## config.mk

```make
export PLATFORM = sky130hd
export DESIGN_NAME = grid_ray_dda_traversal
export DESIGN_NICKNAME = d
export VERILOG_FILES = /design/src/design/grd_pkg.sv /design/src/design/grd_front.sv /design/src/design/grd_queue.sv /design/src/design/grd_back.sv /design/src/design/grid_ray_dda_traversal.sv
export SDC_FILE = /design/constraint.sdc
export NUM_CORES = 2
export LEC_CHECK = 0
export BUFFER_PORTS_ARGS = -buffer_cell sky130_fd_sc_hd__buf_2
export CORE_MARGIN = 1.5
export CORE_UTILIZATION = 55
export DETAILED_ROUTE_END_ITERATION = 10
export PLACE_DENSITY = 0.75
export SLEW_MARGIN = 10
export SYNTH_ARGS = -nofsm -noshare
export SYNTH_HDL_FRONTEND = slang
export SYNTH_SLANG_ARGS = --single-unit
```

## constraint.sdc

```tcl
create_clock -name clk -period 10.3 [get_ports clk]
set_input_delay 0 -clock clk [delete_from_list [all_inputs] [get_ports clk]]
set_output_delay 0 -clock clk [all_outputs]
set_load 0.05 [all_outputs]
```

## src/design/grd_pkg.sv

```systemverilog
`timescale 1ns / 1ps
// Shared types, widths and defaults for the grid ray traversal block.
package grd_pkg;

    // Default sizes handed to the top-level parameters
    localparam int DEF_MAX_ROWS  = 16;
    localparam int DEF_MAX_COLS  = 16;
    localparam int DEF_CELL_BITS = 8;

    // Fixed-point format of all positions, directions and distances
    localparam int FRAC_BITS = 16;

    localparam int REG_W   = 5;     // map_rows / map_cols register width
    localparam int POS_W   = 20;    // start_x / start_y
    localparam int DIR_W   = 19;    // dir_x / dir_y
    localparam int MAG_W   = 19;    // |dir|, at most 2^18
    localparam int QUO_W   = 33;    // side and delta quotients, at most 2^32
    localparam int SIDE_W  = 48;    // accumulated side distances and t
    localparam int PROD_W  = SIDE_W + MAG_W;
    localparam int COORD_W = 8;     // signed cell coordinate, -1 .. MAX_ROWS / MAX_COLS
    localparam int CODE_W  = 8;     // cell_code field
    localparam int IDX_W   = 4;     // cell_row / cell_col fields
    localparam int FC_W    = 9;     // final_cell field
    localparam int DIST_W  = 32;

    localparam int QUEUE_DEPTH = 2;
    localparam int QPTR_W      = $clog2(QUEUE_DEPTH);

    // One classified item on its way from the front to the back
    typedef struct packed {
        logic              is_cast;
        logic [IDX_W-1:0]  cell_row;
        logic [IDX_W-1:0]  cell_col;
        logic [CODE_W-1:0] cell_code;
        logic [POS_W-1:0]  start_x;
        logic [POS_W-1:0]  start_y;
        logic [MAG_W-1:0]  mag_x;
        logic [MAG_W-1:0]  mag_y;
        logic              neg_x;
        logic              neg_y;
    } grd_item_t;

    // One cast result
    typedef struct packed {
        logic [FC_W-1:0]   final_cell;
        logic              vertical_side;
        logic              hit;
        logic [31:0]       hit_y;
        logic [31:0]       hit_x;
        logic [DIST_W-1:0] distance;
    } grd_result_t;

endpackage

```

## src/design/grd_front.sv

```systemverilog
`timescale 1ns / 1ps
// Front end: accepts stream transactions, splits direction into sign and magnitude.
module grd_front
    import grd_pkg::*;
#(
    parameter int MAX_ROWS = DEF_MAX_ROWS,
    parameter int MAX_COLS = DEF_MAX_COLS
)
(
    input  logic       rst_n,
    input  logic       s_tvalid,
    output logic       s_tready,
    input  logic [95:0] s_tdata,
    input  logic       s_tuser,
    input  logic       clearing,
    input  logic       q_full,
    output logic       q_push,
    output grd_item_t  q_item
);

    logic              accept;
    logic              in_range;
    logic [DIR_W-1:0]  dir_x;
    logic [DIR_W-1:0]  dir_y;

    // Hold off new transactions during reset, while the map store is being cleared or the queue is full
    assign s_tready = !clearing && !q_full && rst_n;
    assign accept   = s_tvalid && s_tready;

    always_comb
    begin
        dir_x = s_tdata[74:56];
        dir_y = s_tdata[93:75];

        q_item.is_cast   = s_tuser;
        q_item.cell_row  = s_tdata[3:0];
        q_item.cell_col  = s_tdata[7:4];
        q_item.cell_code = s_tdata[15:8];
        q_item.start_x   = s_tdata[35:16];
        q_item.start_y   = s_tdata[55:36];
        q_item.neg_x     = dir_x[DIR_W-1];
        q_item.neg_y     = dir_y[DIR_W-1];
        q_item.mag_x     = dir_x[DIR_W-1] ? MAG_W'(~dir_x + DIR_W'(1)) : dir_x;
        q_item.mag_y     = dir_y[DIR_W-1] ? MAG_W'(~dir_y + DIR_W'(1)) : dir_y;

        in_range = (COORD_W'(s_tdata[3:0]) < COORD_W'(MAX_ROWS))
                && (COORD_W'(s_tdata[7:4]) < COORD_W'(MAX_COLS));
    end

    // Drop cell writes that fall outside the store
    assign q_push = accept && (s_tuser || in_range);

endmodule

```

## src/design/grd_queue.sv

```systemverilog
`timescale 1ns / 1ps
// Short queue of classified items between front and back.
module grd_queue
    import grd_pkg::*;
(
    input  logic      clk,
    input  logic      rst_n,
    input  logic      push,
    input  grd_item_t push_item,
    input  logic      pop,
    output logic      full,
    output logic      empty,
    output grd_item_t head
);

    grd_item_t           entries_reg [QUEUE_DEPTH];
    logic [QPTR_W-1:0]   wr_ptr_reg;
    logic [QPTR_W-1:0]   rd_ptr_reg;
    logic [QPTR_W:0]     count_reg;

    assign full  = (count_reg == (QPTR_W+1)'(QUEUE_DEPTH));
    assign empty = (count_reg == '0);
    assign head  = entries_reg[rd_ptr_reg];

    always_ff @(posedge clk)
    begin
        if (push)
        begin
            entries_reg[wr_ptr_reg] <= push_item;
        end
    end

    always_ff @(posedge clk or negedge rst_n)
    begin
        if (!rst_n)
        begin
            wr_ptr_reg <= '0;
            rd_ptr_reg <= '0;
            count_reg  <= '0;
        end
        else
        begin
            if (push)
            begin
                wr_ptr_reg <= wr_ptr_reg + QPTR_W'(1);
            end
            if (pop)
            begin
                rd_ptr_reg <= rd_ptr_reg + QPTR_W'(1);
            end
            if (push && !pop)
            begin
                count_reg <= count_reg + (QPTR_W+1)'(1);
            end
            else if (pop && !push)
            begin
                count_reg <= count_reg - (QPTR_W+1)'(1);
            end
        end
    end

endmodule

```

## src/design/grd_back.sv

```systemverilog
`timescale 1ns / 1ps
// Back end: map store, reciprocal dividers, DDA stepper, hit-point multiplier, output stage.
module grd_back
    import grd_pkg::*;
#(
    parameter int MAX_ROWS  = DEF_MAX_ROWS,
    parameter int MAX_COLS  = DEF_MAX_COLS,
    parameter int CELL_BITS = DEF_CELL_BITS
)
(
    input  logic             clk,
    input  logic             rst_n,
    input  logic [REG_W-1:0] map_rows,
    input  logic [REG_W-1:0] map_cols,
    input  logic             q_empty,
    input  grd_item_t        q_item,
    output logic             q_pop,
    output logic             clearing,
    output logic             m_tvalid,
    input  logic             m_tready,
    output logic [111:0]     m_tdata,
    output logic             m_tuser
);

    localparam int CELLS  = MAX_ROWS * MAX_COLS;
    localparam int ADDR_W = (CELLS > 1) ? $clog2(CELLS) : 1;
    localparam int LANES  = 4;
    localparam int CNT_W  = 6;

    localparam logic [2:0] S_CLEAR = 3'd0;
    localparam logic [2:0] S_IDLE  = 3'd1;
    localparam logic [2:0] S_DIV   = 3'd2;
    localparam logic [2:0] S_STEP  = 3'd3;
    localparam logic [2:0] S_TEST  = 3'd4;
    localparam logic [2:0] S_MUL   = 3'd5;
    localparam logic [2:0] S_DONE  = 3'd6;

    function automatic logic in_area(input logic signed [COORD_W-1:0] r,
                                     input logic signed [COORD_W-1:0] c,
                                     input logic signed [COORD_W-1:0] nr,
                                     input logic signed [COORD_W-1:0] nc);
        return (r >= 0) && (r < nr) && (c >= 0) && (c < nc);
    endfunction

    function automatic logic [ADDR_W-1:0] cell_addr(input logic [COORD_W-1:0] r,
                                                    input logic [COORD_W-1:0] c);
        return ADDR_W'(int'(r) * MAX_COLS + int'(c));
    endfunction

    function automatic logic [31:0] hit_point(input logic [POS_W-1:0]  start,
                                              input logic [PROD_W-1:0] prod,
                                              input logic              neg);
        logic [PROD_W-FRAC_BITS-1:0] p;
        logic [32:0]                 pc;
        logic signed [34:0]          v;
        p  = prod[PROD_W-1:FRAC_BITS];
        pc = (|p[PROD_W-FRAC_BITS-1:32]) ? 33'h1_0000_0000 : {1'b0, p[31:0]};
        v  = neg ? $signed({15'b0, start}) - $signed({2'b0, pc})
                 : $signed({15'b0, start}) + $signed({2'b0, pc});
        if (v > 35'sd2147483647)
        begin
            return 32'h7FFF_FFFF;
        end
        else if (v < -35'sd2147483648)
        begin
            return 32'h8000_0000;
        end
        return v[31:0];
    endfunction

    logic [2:0]              state_reg;
    logic [ADDR_W-1:0]       clr_cnt_reg;
    logic [CNT_W-1:0]        cnt_reg;
    logic                    out_valid_reg;
    grd_result_t             out_reg;

    logic [CELL_BITS-1:0]    mem [CELLS];
    logic [CELL_BITS-1:0]    cell_q_reg;

    logic [POS_W-1:0]        sx_reg;
    logic [POS_W-1:0]        sy_reg;
    logic [MAG_W-1:0]        mx_reg;
    logic [MAG_W-1:0]        my_reg;
    logic                    nx_reg;
    logic                    ny_reg;
    logic signed [COORD_W-1:0] row_reg;
    logic signed [COORD_W-1:0] col_reg;

    logic [QUO_W-1:0]        num_reg  [LANES];
    logic [MAG_W-1:0]        rem_reg  [LANES];
    logic [QUO_W-1:0]        quo_reg  [LANES];
    logic [QUO_W-1:0]        num_next [LANES];
    logic [MAG_W-1:0]        rem_next [LANES];
    logic [QUO_W-1:0]        quo_next [LANES];
    logic [MAG_W:0]          trial    [LANES];
    logic [MAG_W-1:0]        dvs      [LANES];

    logic [SIDE_W-1:0]       side_x_reg;
    logic [SIDE_W-1:0]       side_y_reg;
    logic [SIDE_W-1:0]       t_reg;
    logic                    vert_reg;
    logic                    hit_reg;
    logic [FC_W-1:0]         fc_reg;
    logic [PROD_W-1:0]       acc_x_reg;
    logic [PROD_W-1:0]       acc_y_reg;
    logic [MAG_W-1:0]        mlx_reg;
    logic [MAG_W-1:0]        mly_reg;

    logic signed [COORD_W-1:0] eff_rows;
    logic signed [COORD_W-1:0] eff_cols;
    logic signed [COORD_W-1:0] item_row;
    logic signed [COORD_W-1:0] item_col;
    logic signed [COORD_W-1:0] new_row;
    logic signed [COORD_W-1:0] new_col;
    logic                    item_in;
    logic                    cur_in;
    logic                    new_in;
    logic                    step_x;
    logic                    hit_found;
    logic [FC_W-1:0]         cur_code;
    logic [FRAC_BITS:0]      init_x;
    logic [FRAC_BITS:0]      init_y;

    logic                    wr_en;
    logic [ADDR_W-1:0]       wr_addr;
    logic [CELL_BITS-1:0]    wr_data;
    logic                    rd_en;
    logic [ADDR_W-1:0]       rd_addr;
    grd_result_t             res;

    assign clearing = (state_reg == S_CLEAR);
    assign q_pop    = (state_reg == S_IDLE) && !q_empty;

    always_comb
    begin
        eff_rows = (COORD_W'(map_rows) > COORD_W'(MAX_ROWS)) ? COORD_W'(MAX_ROWS)
                                                             : COORD_W'(map_rows);
        eff_cols = (COORD_W'(map_cols) > COORD_W'(MAX_COLS)) ? COORD_W'(MAX_COLS)
                                                             : COORD_W'(map_cols);
        item_row = COORD_W'(q_item.start_y[POS_W-1:FRAC_BITS]);
        item_col = COORD_W'(q_item.start_x[POS_W-1:FRAC_BITS]);
        item_in  = in_area(item_row, item_col, eff_rows, eff_cols);
        cur_in   = in_area(row_reg, col_reg, eff_rows, eff_cols);

        // Nearer grid line wins; ties go to the horizontal line
        step_x  = (mx_reg != '0) && ((my_reg == '0) || (side_x_reg < side_y_reg));
        new_row = row_reg;
        new_col = col_reg;
        if (step_x)
        begin
            new_col = nx_reg ? col_reg - COORD_W'(1) : col_reg + COORD_W'(1);
        end
        else
        begin
            new_row = ny_reg ? row_reg - COORD_W'(1) : row_reg + COORD_W'(1);
        end
        new_in    = in_area(new_row, new_col, eff_rows, eff_cols);
        hit_found = cur_in && (cell_q_reg != '0);
        cur_code  = cur_in ? FC_W'({{FC_W{1'b0}}, cell_q_reg}) : '1;

        // Distance to the first grid line, in units of 2^-FRAC_BITS
        init_x = q_item.neg_x ? {1'b0, q_item.start_x[FRAC_BITS-1:0]}
                              : (FRAC_BITS+1)'(1 << FRAC_BITS)
                                - {1'b0, q_item.start_x[FRAC_BITS-1:0]};
        init_y = q_item.neg_y ? {1'b0, q_item.start_y[FRAC_BITS-1:0]}
                              : (FRAC_BITS+1)'(1 << FRAC_BITS)
                                - {1'b0, q_item.start_y[FRAC_BITS-1:0]};

        // Restoring division, one quotient bit per lane per cycle
        dvs[0] = mx_reg;
        dvs[1] = mx_reg;
        dvs[2] = my_reg;
        dvs[3] = my_reg;
        for (int i = 0; i < LANES; i++)
        begin
            trial[i] = {rem_reg[i], num_reg[i][QUO_W-1]};
            if (trial[i] >= {1'b0, dvs[i]})
            begin
                rem_next[i] = MAG_W'(trial[i] - {1'b0, dvs[i]});
                quo_next[i] = {quo_reg[i][QUO_W-2:0], 1'b1};
            end
            else
            begin
                rem_next[i] = trial[i][MAG_W-1:0];
                quo_next[i] = {quo_reg[i][QUO_W-2:0], 1'b0};
            end
            num_next[i] = {num_reg[i][QUO_W-2:0], 1'b0};
        end

        // Map store port control
        wr_en   = 1'b0;
        wr_addr = clr_cnt_reg;
        wr_data = '0;
        rd_en   = 1'b0;
        rd_addr = cell_addr(item_row, item_col);
        if (state_reg == S_CLEAR)
        begin
            wr_en = 1'b1;
        end
        else if (q_pop && !q_item.is_cast)
        begin
            wr_en   = 1'b1;
            wr_addr = cell_addr(COORD_W'(q_item.cell_row), COORD_W'(q_item.cell_col));
            wr_data = CELL_BITS'({16'b0, q_item.cell_code});
        end
        if (q_pop && q_item.is_cast)
        begin
            rd_en = item_in;
        end
        else if (state_reg == S_STEP)
        begin
            rd_en   = new_in;
            rd_addr = cell_addr(new_row, new_col);
        end

        res.distance      = !hit_reg ? '1
                          : (t_reg > SIDE_W'(32'hFFFF_FFFE)) ? 32'hFFFF_FFFE
                          : t_reg[DIST_W-1:0];
        res.hit_x         = hit_point(sx_reg, acc_x_reg, nx_reg);
        res.hit_y         = hit_point(sy_reg, acc_y_reg, ny_reg);
        res.hit           = hit_reg;
        res.vertical_side = vert_reg;
        res.final_cell    = fc_reg;
    end

    always_ff @(posedge clk)
    begin
        if (wr_en)
        begin
            mem[wr_addr] <= wr_data;
        end
        if (rd_en)
        begin
            cell_q_reg <= mem[rd_addr];
        end
    end

    always_ff @(posedge clk or negedge rst_n)
    begin
        if (!rst_n)
        begin
            state_reg     <= S_CLEAR;
            clr_cnt_reg   <= '0;
            cnt_reg       <= '0;
            out_valid_reg <= 1'b0;
        end
        else
        begin
            // A result loaded in S_DONE takes over the output register instead
            if (out_valid_reg && m_tready && (state_reg != S_DONE))
            begin
                out_valid_reg <= 1'b0;
            end
            unique case (state_reg)
                S_CLEAR:
                begin
                    clr_cnt_reg <= clr_cnt_reg + ADDR_W'(1);
                    if (clr_cnt_reg == ADDR_W'(CELLS - 1))
                    begin
                        state_reg <= S_IDLE;
                    end
                end
                S_IDLE:
                begin
                    if (q_pop && q_item.is_cast)
                    begin
                        sx_reg   <= q_item.start_x;
                        sy_reg   <= q_item.start_y;
                        mx_reg   <= q_item.mag_x;
                        my_reg   <= q_item.mag_y;
                        nx_reg   <= q_item.neg_x;
                        ny_reg   <= q_item.neg_y;
                        row_reg  <= item_row;
                        col_reg  <= item_col;
                        t_reg    <= '0;
                        vert_reg <= 1'b0;
                        hit_reg  <= 1'b0;
                        num_reg[0] <= {init_x, FRAC_BITS'(0)};
                        num_reg[1] <= QUO_W'(64'd1 << (2 * FRAC_BITS));
                        num_reg[2] <= {init_y, FRAC_BITS'(0)};
                        num_reg[3] <= QUO_W'(64'd1 << (2 * FRAC_BITS));
                        for (int i = 0; i < LANES; i++)
                        begin
                            rem_reg[i] <= '0;
                            quo_reg[i] <= '0;
                        end
                        cnt_reg   <= '0;
                        state_reg <= S_DIV;
                    end
                end
                S_DIV:
                begin
                    for (int i = 0; i < LANES; i++)
                    begin
                        num_reg[i] <= num_next[i];
                        rem_reg[i] <= rem_next[i];
                        quo_reg[i] <= quo_next[i];
                    end
                    cnt_reg <= cnt_reg + CNT_W'(1);
                    if (cnt_reg == CNT_W'(QUO_W - 1))
                    begin
                        side_x_reg <= SIDE_W'(quo_next[0]);
                        side_y_reg <= SIDE_W'(quo_next[2]);
                        if (((mx_reg == '0) && (my_reg == '0)) || !cur_in)
                        begin
                            // Immediate miss: report the start cell's code, or all ones if it lies outside the map
                            fc_reg    <= cur_code;
                            acc_x_reg <= '0;
                            acc_y_reg <= '0;
                            mlx_reg   <= mx_reg;
                            mly_reg   <= my_reg;
                            cnt_reg   <= '0;
                            state_reg <= S_MUL;
                        end
                        else
                        begin
                            state_reg <= S_STEP;
                        end
                    end
                end
                S_STEP:
                begin
                    row_reg <= new_row;
                    col_reg <= new_col;
                    if (step_x)
                    begin
                        t_reg      <= side_x_reg;
                        side_x_reg <= side_x_reg + SIDE_W'(quo_reg[1]);
                        vert_reg   <= 1'b1;
                    end
                    else
                    begin
                        t_reg      <= side_y_reg;
                        side_y_reg <= side_y_reg + SIDE_W'(quo_reg[3]);
                        vert_reg   <= 1'b0;
                    end
                    state_reg <= S_TEST;
                end
                S_TEST:
                begin
                    if (hit_found || !cur_in)
                    begin
                        hit_reg   <= hit_found;
                        fc_reg    <= cur_code;
                        acc_x_reg <= '0;
                        acc_y_reg <= '0;
                        mlx_reg   <= mx_reg;
                        mly_reg   <= my_reg;
                        cnt_reg   <= '0;
                        state_reg <= S_MUL;
                    end
                    else
                    begin
                        state_reg <= S_STEP;
                    end
                end
                S_MUL:
                begin
                    // Shift-add t * |dir|, multiplier MSB first
                    acc_x_reg <= {acc_x_reg[PROD_W-2:0], 1'b0}
                               + (mlx_reg[MAG_W-1] ? PROD_W'(t_reg) : '0);
                    acc_y_reg <= {acc_y_reg[PROD_W-2:0], 1'b0}
                               + (mly_reg[MAG_W-1] ? PROD_W'(t_reg) : '0);
                    mlx_reg   <= {mlx_reg[MAG_W-2:0], 1'b0};
                    mly_reg   <= {mly_reg[MAG_W-2:0], 1'b0};
                    cnt_reg   <= cnt_reg + CNT_W'(1);
                    if (cnt_reg == CNT_W'(MAG_W - 1))
                    begin
                        state_reg <= S_DONE;
                    end
                end
                S_DONE:
                begin
                    if (!out_valid_reg || m_tready)
                    begin
                        out_reg       <= res;
                        out_valid_reg <= 1'b1;
                        state_reg     <= S_IDLE;
                    end
                end
                default:
                begin
                    state_reg <= S_IDLE;
                end
            endcase
        end
    end

    assign m_tvalid = out_valid_reg;
    assign m_tuser  = out_reg.hit;
    assign m_tdata  = {6'b0, out_reg.final_cell, out_reg.vertical_side, out_reg.hit_y,
                       out_reg.hit_x, out_reg.distance};

endmodule

```

## src/design/grid_ray_dda_traversal.sv

```systemverilog
`timescale 1ns / 1ps
// Top level of the grid ray traversal block: config registers, front, queue, back.
//
//  channel   direction  handshake              payload
//  s_*       in         s_tvalid / s_tready    s_tuser mode, s_tdata cell write or ray
//  m_*       out        m_tvalid / m_tready    m_tuser hit, m_tdata result fields
//  apb       in         psel & penable         map_rows at 0x0, map_cols at 0x4
//
// A cell write goes to the map store as it leaves the queue. A ray runs a 33-bit
// radix-2 division, then one S_STEP / S_TEST pair per grid line crossed (at most
// rows + columns) for the map store read, then a 19-bit shift-add hit point.
// After reset the map store is cleared one cell a cycle, all MAX_ROWS*MAX_COLS cells,
// with s_tready low. A two-entry queue and an output register decouple both sides.
module grid_ray_dda_traversal
    import grd_pkg::*;
#(
    parameter int MAX_ROWS  = DEF_MAX_ROWS,
    parameter int MAX_COLS  = DEF_MAX_COLS,
    parameter int CELL_BITS = DEF_CELL_BITS
)
(
    input  logic         clk,
    input  logic         rst_n,
    input  logic         s_tvalid,
    output logic         s_tready,
    // cell_row, cell_col, cell_code, start_x, start_y, dir_x, dir_y, zero fill
    input  logic [95:0]  s_tdata,
    // mode
    input  logic         s_tuser,
    output logic         m_tvalid,
    input  logic         m_tready,
    // distance, hit_x, hit_y, vertical_side, final_cell, zero fill
    output logic [111:0] m_tdata,
    // hit
    output logic         m_tuser,
    input  logic         psel,
    input  logic         penable,
    input  logic         pwrite,
    input  logic [2:0]   paddr,
    input  logic [31:0]  pwdata,
    output logic [31:0]  prdata,
    output logic         pready
);

    localparam logic REG_ROWS = 1'b0;
    localparam logic REG_COLS = 1'b1;

    logic [REG_W-1:0] map_rows_reg;
    logic [REG_W-1:0] map_cols_reg;
    logic             cfg_write;
    logic             clearing;
    logic             q_full;
    logic             q_empty;
    logic             q_push;
    logic             q_pop;
    grd_item_t        push_item;
    grd_item_t        head_item;

    assign pready    = 1'b1;
    assign cfg_write = psel && penable && pwrite;
    assign prdata    = (paddr[2] == REG_COLS) ? 32'(map_cols_reg) : 32'(map_rows_reg);

    always_ff @(posedge clk or negedge rst_n)
    begin
        if (!rst_n)
        begin
            map_rows_reg <= REG_W'(16);
            map_cols_reg <= REG_W'(16);
        end
        else if (cfg_write)
        begin
            if (paddr[2] == REG_ROWS)
            begin
                map_rows_reg <= pwdata[REG_W-1:0];
            end
            else
            begin
                map_cols_reg <= pwdata[REG_W-1:0];
            end
        end
    end

    grd_front #(
        .MAX_ROWS (MAX_ROWS),
        .MAX_COLS (MAX_COLS)
    ) u_front (
        .rst_n    (rst_n),
        .s_tvalid (s_tvalid),
        .s_tready (s_tready),
        .s_tdata  (s_tdata),
        .s_tuser  (s_tuser),
        .clearing (clearing),
        .q_full   (q_full),
        .q_push   (q_push),
        .q_item   (push_item)
    );

    grd_queue u_queue (
        .clk       (clk),
        .rst_n     (rst_n),
        .push      (q_push),
        .push_item (push_item),
        .pop       (q_pop),
        .full      (q_full),
        .empty     (q_empty),
        .head      (head_item)
    );

    grd_back #(
        .MAX_ROWS  (MAX_ROWS),
        .MAX_COLS  (MAX_COLS),
        .CELL_BITS (CELL_BITS)
    ) u_back (
        .clk      (clk),
        .rst_n    (rst_n),
        .map_rows (map_rows_reg),
        .map_cols (map_cols_reg),
        .q_empty  (q_empty),
        .q_item   (head_item),
        .q_pop    (q_pop),
        .clearing (clearing),
        .m_tvalid (m_tvalid),
        .m_tready (m_tready),
        .m_tdata  (m_tdata),
        .m_tuser  (m_tuser)
    );

endmodule

```

==> flow_summary.rst <==
.. list-table::
   :header-rows: 1

   * - Metric
     - Value
   * - Result of the run
     - complete, no violations
   * - Cells after Synth
     - 9,455
   * - Longest individual stage delay on the worst path
     - 1.04 ns
   * - WL/cell
     - 26.6 um
   * - Commonest cells after routing, fill and taps aside
     - edfxtp_1 (3,021), nor2_1 (751), nand2_1 (649)
   * - Routed wl met2
     - 172,000 um
   * - Overall routing resource usage
     - 27.7%
   * - Overall die height
     - 506 um
   * - CTS tree
     - built
   * - Count of unique library cells instantiated by Yosys
     - 109
   * - Hold Violations, Final
     - 0
   * - Sequential-to-total area share from yosys stat
     - 65.7%
   * - Flip-flop count of the largest register, all copies and words added
     - 2,048
   * - Max-slew violations
     - 0
   * - Combined buffer and inverter count along the critical path
     - 1
   * - Most Frequent Cell on Critical Path
     - nor4_1
   * - Clock latency on the worst-skew pair
     - 0.97 ns
   * - Endpoint type of the worst setup path
     - register
   * - Net total in the final layout
     - 10,477
   * - Post-route clock period utilization
     - 74.8%
   * - Mean Syn Cell Area
     - 14.7 sq um
   * - Crit Path Max Fanout
     - 64
   * - Commonest non-fill, non-tap cell in the layout
     - edfxtp_1
   * - Share of async-settable or async-resettable flops after synthesis
     - 1.05%
   * - Post-Synthesis Cell Area
     - 139,000 sq um
   * - Cell-by-cell listing of the critical path
     - nor4_1 -> nand2_1 -> o31ai_1 -> o32a_2 -> and2_4 -> nand3_4 -> a21oi_1 -> inv_1 -> ha_1 -> a21o_1 -> a21oi_1 -> xnor2_1 -> or3_1 -> a32oi_1 -> nor2_1 -> nand3_1 -> nor2_1 -> nand3_1 -> nor4_1 -> nor4_1
   * - Uppermost layer routed
     - met5
   * - Sum of met3 wire segment lengths after detailed routing
     - 32,800 um
   * - Core area
     - 252,000 sq um
   * - Die area
     - 256,000 sq um
   * - Maximum vdd drop
     - 0.199 mV
   * - Post-Place Setup Slack
     - 2.77 ns
   * - Worst setup skew after layout
     - 0.0826 ns
   * - Initial antenna violation count
     - 9
   * - Pin slew with the least headroom to its limit
     - 1.25 ns
   * - Required @ worst endpoint
     - 10.94 ns
   * - Routed wire length
     - 359,000 um
   * - Family with the most delay on the worst path
     - simple AND/OR/NAND/NOR gates
   * - Fillcell total
     - 17,647
   * - Max transition margin
     - 16.1%
   * - Synth warn
     - 0
   * - Io pins
     - 287
   * - Final count of negative-setup-slack endpoints
     - 0
   * - Share of post-route cells with drive strength above 1
     - 14.6%
   * - Global-route congestion overflow total
     - 0
   * - Startpoint-to-endpoint class of the critical path
     - reg2reg
   * - Library cell contributing the largest single delay on the critical path
     - nor4_1
   * - Layout Area Growth over Synthesis
     - 12.1%
   * - Htree depth
     - 5
   * - Routed vias
     - 85,830
   * - Top achievable clock speed
     - 130 MHz
   * - Met1 Routed Length
     - 133,000 um
   * - Critical path launch point type
     - register
   * - Reg-to-reg critical path startpoint
     - u_back.my_reg[8]
   * - Ratio of routed vias to standard cells
     - 6.36
   * - Placement row count
     - 184
   * - Unrepaired setup endpoints after global routing
     - no
   * - Launch point of the worst path
     - u_back.my_reg[8]
   * - Area of placed instances
     - 144,000 sq um
   * - DRT Pass-1 Iters
     - 8
   * - DRC violations left
     - 0
   * - CP arrival
     - 8.35 ns
   * - Power density relative to cell area
     - 161 nW/um^2
   * - CTS root buf
     - clkbuf_16
   * - Post-route minimum period
     - 7.70 ns
   * - Number of synthesized flops with an enable pin
     - 3,021
   * - Leakage
     - 48.7 nW
   * - Post-Route Setup TNS
     - 0 ns
   * - Ys flop type
     - edfxtp_1
   * - Global-route wire length before repair
     - 535,000 um
   * - Pin count of the biggest net entering global routing
     - 221
   * - Count of maximum capacitance violations
     - 0
   * - Placer congestion estimate
     - 0.947
   * - Routed Antenna Nets
     - 0
   * - Worst reg2reg setup slack
     - 2.60 ns
   * - Initial Util
     - 55.3%
   * - Hold Crit Start
     - s_tdata[91]
   * - DRC marker count from the first detailed-route iteration
     - 9,919
   * - Num CTS Buffers
     - 323
   * - Setup ws final
     - 2.60 ns
   * - #FFs+latches synth
     - 3,053
   * - Clock sink count
     - 3,053
   * - Final design instance area without fill
     - 156,000 sq um
   * - Via count of the first global-routing pass
     - 84,954
   * - Die Width
     - 506 um
   * - Number of buffers added on ports
     - 221
   * - HPWL after detailed placement
     - 221,000 um
   * - Worst hold-check path type
     - in2reg
   * - Clock slew at the register clock pins of the worst setup and hold paths
     - 0.06 ns
   * - Number of buffers on the longest clock path
     - 4
-- cell usage after synthesis, drive strengths merged (133+ instances only) --
cell type,n,area [sq um]
nand2,667,2510
nor2,775,2920
xnor2,199,1740
nand3,133,688
xor2,149,1310
edfxtp,3021,90700
mux2i,148,1480
mux4,490,11000
a21oi,463,2320
clkbuf,277,1040
buf,184,1290
and3,175,1090
ha,419,5240
o21ai,418,2110
a22oi,178,1340
inv,327,1230
-- routing by layer --
layer | up-vias | GRT usage, %
met3 | 968 | 5.51
met2 | 4697 | 44.9
met5 | - | 0
li1 | 37295 | -
met1 | 42866 | 35.6
met4 | 4 | 14.3
-- cells by family (layout without fill, tap and decap cells) --
family	after synthesis	count (layout)	share of synthesized area (%)
flip-flops	3053	3053	65.7
AND/OR/NAND/NOR	2457	2457	8.36
AO/OA/AOI/OAI	1657	1657	7.58
buffers and inverters	791	1443	2.57
multiplexers	712	712	9.59
adder cells (fa/ha/maj)	434	434	3.98
XOR/XNOR	349	349	2.20
other	2	41	0.00539
-- worst min-delay path, stage by stage --
cell           delay, ns
dlygate4sd3_1       0.53
buf_2               0.16
xnor2_1             0.13
-- repair_timing --
item,4_1_cts,5_1_grt
resized for setup,0,0
hold endpoints to repair,315,0
hold buffers,227,0
buffers inserted,0,0
-- cell type report --
cell class                 count  area (sq um)  area share, %
antenna                        7          17.5         0.0112
clock buffer                 395          8580           5.50
clock inverter               165          1520          0.975
inverter                     330          1240          0.797
multi-input combinational   5643         44600           28.6
sequential                  3053         91500           58.6
tap                         3348          4190           2.68
timing repair buffer         553          4400           2.82
-- stage by stage --
step                      utilization [%]  total power [mW]  std cells  hold WS (ns)
final                                62.0              25.1      13494        0.0956
after global routing                 62.0              25.6      13490        0.0783
after CTS                            62.0              25.2      13486       0.00245
after detailed placement             57.1              14.0      12699        -0.129
after global placement               57.1              14.0      12699        -0.132
after floorplan                         -              13.9       9487        -0.296
-- path summary, 6_finish.rpt --
path,endpoint,cells after the start
max,u_back.cell_q_reg[5],20
min,u_queue.entries_reg[0][18],3
max reg2reg,u_back.cell_q_reg[5],20
min reg2reg,u_back.m_tdata[102],0
max in group asynchronous,map_rows_reg[0],5
min in group asynchronous,u_back.clr_cnt_reg[3],3
-- power breakdown --
| group | switching [mW] | internal (mW) |
|---|---|---|
| Sequential | 0.0181 | 13.5 |
| Combinational | 0.167 | 0.125 |
| Clock | 4.77 | 6.54 |
Power figures use the tool's default switching activity.
